==> config.mk <==
export PLATFORM = sky130hd
export DESIGN_NAME = shell_line_tokenizer_top
export DESIGN_NICKNAME = d
export VERILOG_FILES = /design/src/slt_pkg.sv /design/src/slt_decode.sv /design/src/shell_line_tokenizer_top.sv
export VERILOG_INCLUDE_DIRS = /design/src /design/src/src
export SDC_FILE = /design/constraint.sdc
export NUM_CORES = 1
export LEC_CHECK = 0
export BUFFER_PORTS_ARGS = -buffer_cell sky130_fd_sc_hd__buf_2
export CAP_MARGIN = 15
export CORE_ASPECT_RATIO = 1.75
export CORE_MARGIN = 3
export CORE_UTILIZATION = 52
export CTS_BUF_LIST = sky130_fd_sc_hd__clkbuf_4 sky130_fd_sc_hd__clkbuf_8
export CTS_CLUSTER_DIAMETER = 120
export DETAILED_ROUTE_END_ITERATION = 12
export PLACE_DENSITY = 0.7
export SETUP_SLACK_MARGIN = 0.05
export SYNTH_ARGS = -nofsm -noshare
export SYNTH_HDL_FRONTEND = slang
export SYNTH_SLANG_ARGS = --single-unit
export TNS_END_PERCENT = 50
==> constraint.sdc <==
create_clock -name i_clk -period 9.85 [get_ports i_clk]
set_input_delay 2.955 -clock i_clk [delete_from_list [all_inputs] [get_ports i_clk]]
set_output_delay 2.955 -clock i_clk [all_outputs]
set_load 0.02 [all_outputs]
==> src/shell_line_tokenizer_top_defines.svh <==
// assertion macros shared by the tokenizer rtl
`ifndef SHELL_LINE_TOKENIZER_TOP_DEFINES_SVH
`define SHELL_LINE_TOKENIZER_TOP_DEFINES_SVH

// condition in the same cycle implies the consequent
`define SLT_ASSERT_IMP(label, clk, rst_n, ante, cons) \
    label: assert property (@(posedge clk) disable iff (!rst_n) (ante) |-> (cons)) \
        else $error("slt assertion failed");

// condition implies the consequent in the next cycle
`define SLT_ASSERT_NEXT(label, clk, rst_n, ante, cons) \
    label: assert property (@(posedge clk) disable iff (!rst_n) (ante) |=> (cons)) \
        else $error("slt assertion failed");

`endif

==> src/slt_pkg.sv <==
// shared types, codes and character constants of the line tokenizer
package slt_pkg;

    localparam int TOKEN_BUFFER_BYTES = 64;
    localparam int QUEUE_DEPTH        = 4;

    localparam logic [1:0] MODE_IDLE   = 2'd0;
    localparam logic [1:0] MODE_BARE   = 2'd1;
    localparam logic [1:0] MODE_QUOTED = 2'd2;

    localparam logic [2:0] KIND_BYTE = 3'd0;
    localparam logic [2:0] KIND_EOS  = 3'd1;
    localparam logic [2:0] KIND_LT   = 3'd2;
    localparam logic [2:0] KIND_GT   = 3'd3;
    localparam logic [2:0] KIND_PIPE = 3'd4;
    localparam logic [2:0] KIND_AT   = 3'd5;
    localparam logic [2:0] KIND_EOL  = 3'd6;

    localparam logic [7:0] CH_NUL   = 8'h00;
    localparam logic [7:0] CH_LT    = 8'h3C;
    localparam logic [7:0] CH_GT    = 8'h3E;
    localparam logic [7:0] CH_PIPE  = 8'h7C;
    localparam logic [7:0] CH_AT    = 8'h40;
    localparam logic [7:0] CH_QUOTE = 8'h27;
    localparam logic [7:0] CH_TAB   = 8'h09;
    localparam logic [7:0] CH_SPACE = 8'h20;

    typedef struct packed {
        logic [2:0] kind;
        logic [7:0] value;
        logic       last;
    } t_result;

    // what one word produces: up to two results and the next mode
    typedef struct packed {
        logic [1:0] cnt;
        t_result    res0;
        t_result    res1;
        logic [1:0] mode_next;
    } t_decode;

    // token kind of a single-character delimiter, KIND_BYTE when not one
    function automatic logic [2:0] single_kind(input logic [7:0] b);
        logic [2:0] k;
        k = KIND_BYTE;
        if (b == CH_LT) k = KIND_LT;
        else if (b == CH_GT) k = KIND_GT;
        else if (b == CH_PIPE) k = KIND_PIPE;
        else if (b == CH_AT) k = KIND_AT;
        return k;
    endfunction

endpackage

==> src/slt_decode.sv <==
// per-word lexing decision: results and next state from one byte
module slt_decode #(
    parameter int TOKEN_BUFFER_BYTES = slt_pkg::TOKEN_BUFFER_BYTES,
    localparam int LEN_W = $clog2(TOKEN_BUFFER_BYTES - 1)
) (
    input  logic [7:0]       i_byte,
    input  logic [1:0]       i_mode,
    input  logic [LEN_W-1:0] i_len,
    output slt_pkg::t_decode o_dec,
    output logic [LEN_W-1:0] o_len_next
);

    // a fresh bare string of one byte already at the cap
    localparam bit FreshCap = (TOKEN_BUFFER_BYTES - 1) <= 1;

    logic [2:0]       sk;
    logic             is_single;
    logic             is_blank;
    logic             is_quote;
    logic             is_zero;
    logic             cap;
    slt_pkg::t_decode d;
    logic [LEN_W-1:0] len_n;

    always_comb begin
        sk        = slt_pkg::single_kind(i_byte);
        is_single = sk != slt_pkg::KIND_BYTE;
        is_blank  = (i_byte == slt_pkg::CH_SPACE) || (i_byte == slt_pkg::CH_TAB);
        is_quote  = i_byte == slt_pkg::CH_QUOTE;
        is_zero   = i_byte == slt_pkg::CH_NUL;
        cap       = i_len == LEN_W'(TOKEN_BUFFER_BYTES - 2);

        d.cnt        = 2'd0;
        d.res0       = '{kind: slt_pkg::KIND_EOS, value: 8'h00, last: 1'b0};
        d.res1       = '{kind: slt_pkg::KIND_EOS, value: 8'h00, last: 1'b0};
        d.mode_next  = slt_pkg::MODE_IDLE;
        len_n        = '0;

        unique case (i_mode)
            slt_pkg::MODE_BARE: begin
                if (is_zero || is_single || is_blank || is_quote) begin
                    // close the string, then treat the byte as in idle
                    d.cnt = 2'd1;
                    if (is_zero) begin
                        d.cnt       = 2'd2;
                        d.res1.kind = slt_pkg::KIND_EOL;
                    end else if (is_single) begin
                        d.cnt        = 2'd2;
                        d.res1.kind  = sk;
                        d.res1.value = i_byte;
                    end else if (is_quote) begin
                        d.mode_next = slt_pkg::MODE_QUOTED;
                    end
                end else begin
                    d.res0.kind  = slt_pkg::KIND_BYTE;
                    d.res0.value = i_byte;
                    if (cap) begin
                        d.cnt = 2'd2;
                    end else begin
                        d.cnt       = 2'd1;
                        d.mode_next = slt_pkg::MODE_BARE;
                        len_n       = i_len + LEN_W'(1);
                    end
                end
            end
            slt_pkg::MODE_QUOTED: begin
                if (is_quote) begin
                    d.cnt = 2'd1;
                end else if (is_zero) begin
                    d.cnt       = 2'd2;
                    d.res1.kind = slt_pkg::KIND_EOL;
                end else begin
                    d.res0.kind  = slt_pkg::KIND_BYTE;
                    d.res0.value = i_byte;
                    if (cap) begin
                        d.cnt = 2'd2;
                    end else begin
                        d.cnt       = 2'd1;
                        d.mode_next = slt_pkg::MODE_QUOTED;
                        len_n       = i_len + LEN_W'(1);
                    end
                end
            end
            default: begin
                if (is_zero) begin
                    d.cnt       = 2'd1;
                    d.res0.kind = slt_pkg::KIND_EOL;
                end else if (is_single) begin
                    d.cnt        = 2'd1;
                    d.res0.kind  = sk;
                    d.res0.value = i_byte;
                end else if (is_blank) begin
                    d.cnt = 2'd0;
                end else if (is_quote) begin
                    d.mode_next = slt_pkg::MODE_QUOTED;
                end else begin
                    d.res0.kind  = slt_pkg::KIND_BYTE;
                    d.res0.value = i_byte;
                    if (FreshCap) begin
                        d.cnt = 2'd2;
                    end else begin
                        d.cnt       = 2'd1;
                        d.mode_next = slt_pkg::MODE_BARE;
                        len_n       = LEN_W'(1);
                    end
                end
            end
        endcase

        d.res0.last = d.cnt == 2'd1;
        d.res1.last = d.cnt == 2'd2;
    end

    assign o_dec      = d;
    assign o_len_next = len_n;

endmodule

==> src/shell_line_tokenizer_top.sv <==
// shell command line tokenizer: one character word in, token words out
//
//   channel | valid      | stall      | payload
//   --------+------------+------------+------------------------------
//   in      | i_in_valid | o_in_stall | i_byte_req
//   out     | o_out_valid| i_out_stall| o_kind, o_value, o_last
//
// one input word is lexed in the cycle it is accepted; its 0..2 results
// enter a 4-entry result queue that drives the output ports
// one word per cycle while words give at most one result each and the
// output is not stalled; the two results of one word leave the queue in turn
// input stalls while fewer than two queue entries are free
// synchronous active-low reset empties the queue and returns to idle
`include "shell_line_tokenizer_top_defines.svh"

module shell_line_tokenizer_top #(
    parameter int TOKEN_BUFFER_BYTES = slt_pkg::TOKEN_BUFFER_BYTES
) (
    input  logic       i_clk,
    input  logic       i_rst_n,
    input  logic       i_in_valid,
    output logic       o_in_stall,
    input  logic [7:0] i_byte_req,
    output logic       o_out_valid,
    input  logic       i_out_stall,
    output logic [2:0] o_kind,
    output logic [7:0] o_value,
    output logic       o_last
);

    localparam int LEN_W   = $clog2(TOKEN_BUFFER_BYTES - 1);
    localparam int DEPTH   = slt_pkg::QUEUE_DEPTH;
    localparam int PTR_W   = $clog2(DEPTH);
    localparam int CNT_W   = $clog2(DEPTH + 1);

    logic [1:0]       r_mode;
    logic [LEN_W-1:0] r_len;
    slt_pkg::t_result r_q [DEPTH];
    logic [PTR_W-1:0] r_wr;
    logic [PTR_W-1:0] r_rd;
    logic [CNT_W-1:0] r_cnt;

    slt_pkg::t_decode dec;
    logic [LEN_W-1:0] len_next;
    logic             in_acc;
    logic             pop;
    logic [1:0]       push_n;
    logic [CNT_W-1:0] n_cnt;
    slt_pkg::t_result head;

    slt_decode #(
        .TOKEN_BUFFER_BYTES(TOKEN_BUFFER_BYTES)
    ) u_decode (
        .i_byte    (i_byte_req),
        .i_mode    (r_mode),
        .i_len     (r_len),
        .o_dec     (dec),
        .o_len_next(len_next)
    );

    assign o_in_stall  = r_cnt > CNT_W'(DEPTH - 2);
    assign in_acc      = i_in_valid && !o_in_stall;
    assign o_out_valid = r_cnt != '0;
    assign pop         = o_out_valid && !i_out_stall;
    assign push_n      = in_acc ? dec.cnt : 2'd0;
    assign n_cnt       = r_cnt + CNT_W'(push_n) - CNT_W'(pop);

    assign head    = r_q[r_rd];
    assign o_kind  = head.kind;
    assign o_value = head.value;
    assign o_last  = head.last;

    always_ff @(posedge i_clk) begin
        if (!i_rst_n) begin
            r_mode <= slt_pkg::MODE_IDLE;
            r_len  <= '0;
            r_wr   <= '0;
            r_rd   <= '0;
            r_cnt  <= '0;
        end else begin
            if (in_acc) begin
                r_mode <= dec.mode_next;
                r_len  <= len_next;
            end
            r_wr  <= r_wr + PTR_W'(push_n);
            r_rd  <= r_rd + PTR_W'(pop);
            r_cnt <= n_cnt;
        end
    end

    // queue storage
    always_ff @(posedge i_clk) begin
        if (push_n != 2'd0) begin
            r_q[r_wr] <= dec.res0;
        end
        if (push_n == 2'd2) begin
            r_q[r_wr + PTR_W'(1)] <= dec.res1;
        end
    end

    `SLT_ASSERT_IMP(a_cnt_max, i_clk, i_rst_n, 1'b1, r_cnt <= CNT_W'(DEPTH))
    `SLT_ASSERT_IMP(a_len_cap, i_clk, i_rst_n, 1'b1,
                    r_len <= LEN_W'(TOKEN_BUFFER_BYTES - 2))
    `SLT_ASSERT_NEXT(a_eol_idle, i_clk, i_rst_n,
                     in_acc && (i_byte_req == slt_pkg::CH_NUL),
                     r_mode == slt_pkg::MODE_IDLE)
    `SLT_ASSERT_IMP(a_eol_last, i_clk, i_rst_n,
                    o_out_valid && (o_kind == slt_pkg::KIND_EOL), o_last)

endmodule
---- Word-level counts from Yosys, hierarchy flattened ----
Memory sizes are Yosys's and may differ from the RTL's. A register that Yosys moved wholly into a read port is not among the register bits.
Index checks and enable logic that the tools add are counted.
cells by class
  multiply operators ...................... 0
  shift operators ......................... 0
  reduce and logical (&&, ||, !) cells .... 12
  $add $sub $neg .......................... 6
  order comparisons ....................... 1
  div/mod/pow operators ................... 0
  bitwise gates (word level) .............. 0
  equality and inequality tests ........... 13
  mux-type cells .......................... 56
operators with widths
  operator                                             number
  two-way mux 11 bit                                   4
  two-way mux 6 bit                                    7
  two-way mux 2 bit                                    20
  equality test 8 x 6 -> 1 bit, second input constant  4
  one-hot mux 13 bit (2 select lines)                  1
  two-way mux 8 bit                                    3
  two-way mux 3 bit                                    7
  two-way mux 9 bit                                    2
  equality test 8 x 7 -> 1 bit, second input constant  2
  two-way mux 13 bit                                   1
  two-way mux 12 bit                                   1
  one-hot mux 6 bit (2 select lines)                   1
  equality test 8 x 4 -> 1 bit, second input constant  1
  zero test 8 bit                                      1
  adder 6 x 1 -> 6 bit, second input constant          1
  equality test 2 bit, second input constant           3
  equality test 6 bit, second input constant           1
  two-way mux 1 bit                                    6
  one-hot mux 3 bit (2 select lines)                   1
  nonzero test 3 bit                                   2
  two-way mux 5 bit                                    1
  equality test 2 x 1 -> 1 bit, second input constant  2
  logical OR 1 bit                                     4
  one-hot mux 2 bit (2 select lines)                   1
  other kinds (9)                                      11
word-level totals
  register bits ........................... 15
  input port bits ......................... 12
  bits in read-only memories .............. 0
  memories ................................ 1
  bits in latches ......................... 0
  memory bits (writable) .................. 48
  word-level logic and storage cells ...... 94
  output and inout port bits .............. 14
memory list
  name  words  width  read ports  clocked after memory_dff  wr ports  RTL line                        source
  r_q   4      12     1           1                         2         shell_line_tokenizer_top.sv:38  slt_pkg::t_result r_q [DEPTH];

---- Depth between registers and ports, before layout ----
  word-level depth ........................ 15
  mapped depth ............................ 18
  gate-level depth less buffers ........... 17

---- Modules after synthesis ----
From an unflattened synthesis, not the netlist that was laid out.
unflattened totals
  cells, all modules ...................... 338
  area total of the unflattened synthesis .. 3,905.0 um^2
modules (own cells, without submodules)
  module                    cells an instance  seq. area each (um^2)  instances  area an instance (um^2)
  shell_line_tokenizer_top  212                1,741.7                1          3,130.5
  slt_decode                126                0.0                    1          774.5

---- Worst setup path after synthesis ----
OpenSTA, ideal clock, no wires.
  path kind ............................... input to register
  start point ............................. input port i_byte_req[6]
  end point ............................... memory r_q[0][0] (netlist name) (enable)
  data arrival time ....................... 5,510 ps
  stages on the path ...................... 10
  library setup time ...................... 400 ps
  buffers on the path ..................... 1
  slack ................................... 3,940 ps
  required time ........................... 9,450 ps
  cell sequence ........................... buf_4 nor3_4 nor3b_4 a21o_2 a21o_4 nand3_2 nor2_2 inv_2 and2_1 o31ai_1
RTL lines
  item             RTL line                        source
  start, declared  shell_line_tokenizer_top.sv:23  input logic [7:0] i_byte_req,
  end, declared    shell_line_tokenizer_top.sv:38

==> impl_metrics.json <==
{
  "ant_nets": 0,
  "max_cap_violations": 0,
  "syn_to_final_growth_pct": 9.78,
  "grt_pass1_vias": 2822,
  "synth_ff_type": "edfxtp_1",
  "cp_data_arrival_time_ns": 5.63,
  "ios": 26,
  "clkSlewWorstSetupHoldPaths_ns": 0.07,
  "port_buffers": 25,
  "place.gp.congestion": 0.945,
  "clock.fmax_ghz": 0.176,
  "fin_tns_setup_ns": 0,
  "ctsLongestPathBuffers": 2,
  "crit_path_end_kind": "register",
  "num-fill-cells": 593,
  "ys_ff_latch": 63,
  "die_h_um": 118,
  "grt_setup_unrepaired": "false",
  "die_x_um": 69.9,
  "critPathRequiredTime_ns": 9.82,
  "maxSlewViolCount": 0,
  "drive_gt1_share_pct": 22.0,
  "cts_hold_buf": 0,
  "status": "finished, final reports clean",
  "final_area_um2": 4070,
  "layout_commonest_cell": "edfxtp_1",
  "nNetsFinal": 380,
  "synthDistinctLibCells": 67,
  "min_period_over_period_pct": 57.5,
  "post-cts-setup-buffers": 0,
  "post_cts_resized": 0,
  "route.vias.total": 2751,
  "setup_viol": 0,
  "core_um2": 6910,
  "skew_ns": 0.0130,
  "grt_usage_pct": 22.3,
  "relSlewSlack_pct": 30.2,
  "tightest_slew_ns": 1.04,
  "overflow": 0,
  "drt-initial-drc-count": 235,
  "power.density_nw_per_um2": 203,
  "place_ws_ns": 3.84,
  "p_seq_share_pct": 43.9,
  "grt_pass1_wl_um": 14300,
  "power.internal_mw": 0.543,
  "viasPerCell": 6.15,
  "row_count": 40,
  "dieArea_um2": 8230,
  "syn_nets": 356,
  "synthMuxAreaShare_pct": 7.82,
  "crit_type": "in -> reg",
  "yosysWarnings": 0,
  "yosys.area_share.simple_pct": 17.4,
  "synth_top_family_by_area": "compound AO/OA/AOI/OAI gates",
  "avgSynthCellArea_um2": 11.1,
  "grt_max_degree": 19,
  "setup_slack_ns": 4.18,
  "dp.final_hpwl_um": 6310,
  "worstPathMaxFanout": 12,
  "synthCells": 334,
  "antenna_cells": 0,
  "worstPathCellList": "buf_2 > nor3_4 > nor3b_4 > a21o_2 > a21o_4 > nand3_2 > nor2_2 > inv_2 > and2_1 > nor3b_2",
  "seq_area_frac_synth_pct": 46.9,
  "crit_family": "simple AND/OR/NAND/NOR gates",
  "mostFrequentLayoutCells": "48 x edfxtp_1, 34 x nand2_1, 25 x buf_2, 22 x nor2_1, 19 x o21ai_0",
  "slowest_delay_ns": 0.87,
  "start_util_pct": 53.7,
  "cts_num_sinks": 63,
  "clock_tree.root_cell": "clkbuf_8",
  "antenna_found_initial": 0,
  "yosys.area_share.adder_pct": 3.57,
  "switching_share_pct": 34.4,
  "rrSetupSlack_ns": 6.33,
  "synth-xor-area-share_pct": 1.18,
  "clk_latency_ns": 0.36,
  "fin_cells": 447,
  "crit_slowest_cell": "nor3b_2",
  "hp-class": "reg -> reg",
  "combPwrFrac_pct": 31.9,
  "synth_edf_count": 48,
  "path_buf_inv": 2,
  "report.final.hold_viol_count": 0,
  "synth_compound_area_share_pct": 19.6,
  "drc": 0,
  "postPlaceCellArea_um2": 3900,
  "finalWorstPathRequiredPeriod_ns": 5.67,
  "cts_tree": "done",
  "post-place-cells": 431,
  "max-vdd-ir-drop_mv": 0.108,
  "wl_um": 8420,
  "cts_buffers": 9,
  "critical_path.startpoint_type": "input port",
  "synth_async_sr_flop_share_pct": 0,
  "dr.pass1.iters": 4,
  "syn_area_um2": 3710,
  "htreeDepth": 3,
  "p_leak_nw": 1.40,
  "p_clk_share_pct": 24.2,
  "p_switching_mw": 0.285,
  "avgRoutedWirePerCell_um": 18.8
}
==> final cells by class <==
type,count,area (um^2),share of cell area [%]
inverters,15,56.3,1.38
repair buffers,28,148,3.62
well taps,84,105,2.58
flip-flops and latches,63,1740,42.8
multi-input cells,241,1850,45.4
clock inverters,4,21.3,0.522
clock buffers,12,153,3.75
==> sequential cells by signal, indices dropped and copies added, names as in the netlist <==
name	cells
r_cnt	3
r_wr	2
r_mode	2
r_rd	2
r_len	6
r_q	48
==> per-layer routing <==
| layer | global-route usage, % | wire [um] |
|---|---|---|
| met1 | 24.0 | 3120 |
| met2 | 39.7 | 4630 |
| met3 | 4.27 | 273 |
| met4 | 12.9 | 388 |
| met5 | 0 | 0 |
==> metrics by stage <==
step | power, mW | util [%] | hold WS [ns]
2_1_floorplan | 0.558 | - | 0.468
3_3_place_gp | 0.629 | 56.5 | 0.482
3_5_place_dp | 0.637 | 56.5 | 0.493
4_1_cts | 0.836 | 59.0 | 0.504
5_1_grt | 0.876 | 59.0 | 0.559
6_report | 0.828 | 59.0 | 0.505
==> power by group through the flow <==
stage	clock network, mW	registers (mW)	logic [mW]
4_1_cts	0.203	0.365	0.267
6_report	0.201	0.364	0.264
2_1_floorplan	0	0.349	0.209
5_1_grt	0.215	0.369	0.291
3_3_place_gp	0	0.367	0.262
3_5_place_dp	0	0.371	0.266
==> logic make-up after synthesis <==
| group | after synthesis |
|---|---|
| and+or+nand+nor | 120 |
| adders and majority gates | 10 |
| xor gates and xnor gates | 5 |
| muxes | 14 |
| DFF | 63 |
| buffers and inverters | 30 |
| AOI/OAI and AO/OA | 92 |
==> path summary, 6_finish.rpt <==
path	from	endpoint	depth (start not counted)
setup / recovery	i_byte_req[7]	r_q[3][2]	10
hold / removal	r_len[5]	r_len[5]	2
setup reg to reg	r_mode[0]	r_q[3][2]	10
hold reg to reg	r_len[5]	r_len[5]	2
==> worst min-delay path, stage by stage (launching register included) <==
cell and delay, ns:
dfxtp_1 0.33, o21ai_0 0.07, o21ai_0 0.07
==> cell usage after synthesis (3+ instances only) <==
master	count	area, um^2
dfxtp_1	15	300
o21ai_1	14	70.1
inv_1	14	52.6
o211ai_1	4	30.0
nor3_1	4	20.0
o22ai_1	3	18.8
nand3_2	3	30.0
or4_1	3	22.5
nand3_1	13	65.1
ha_1	9	113
a32oi_1	4	35.0
edfxtp_1	48	1440
nor2b_1	5	31.3
xor2_1	3	26.3
nand2b_1	4	25.0
nor2_1	22	82.6
nand4_1	3	18.8
a2111oi_4	3	82.6
a21oi_1	10	50.1
o31ai_1	8	60.1
o21ai_0	19	95.1
clkbuf_1	8	30.0
nand2_1	34	128
and2_1	12	75.1
mux4_2	12	270
and3_1	4	25.0
a2111o_1	3	33.8
No activity file was read; power rests on OpenSTA's default activity.
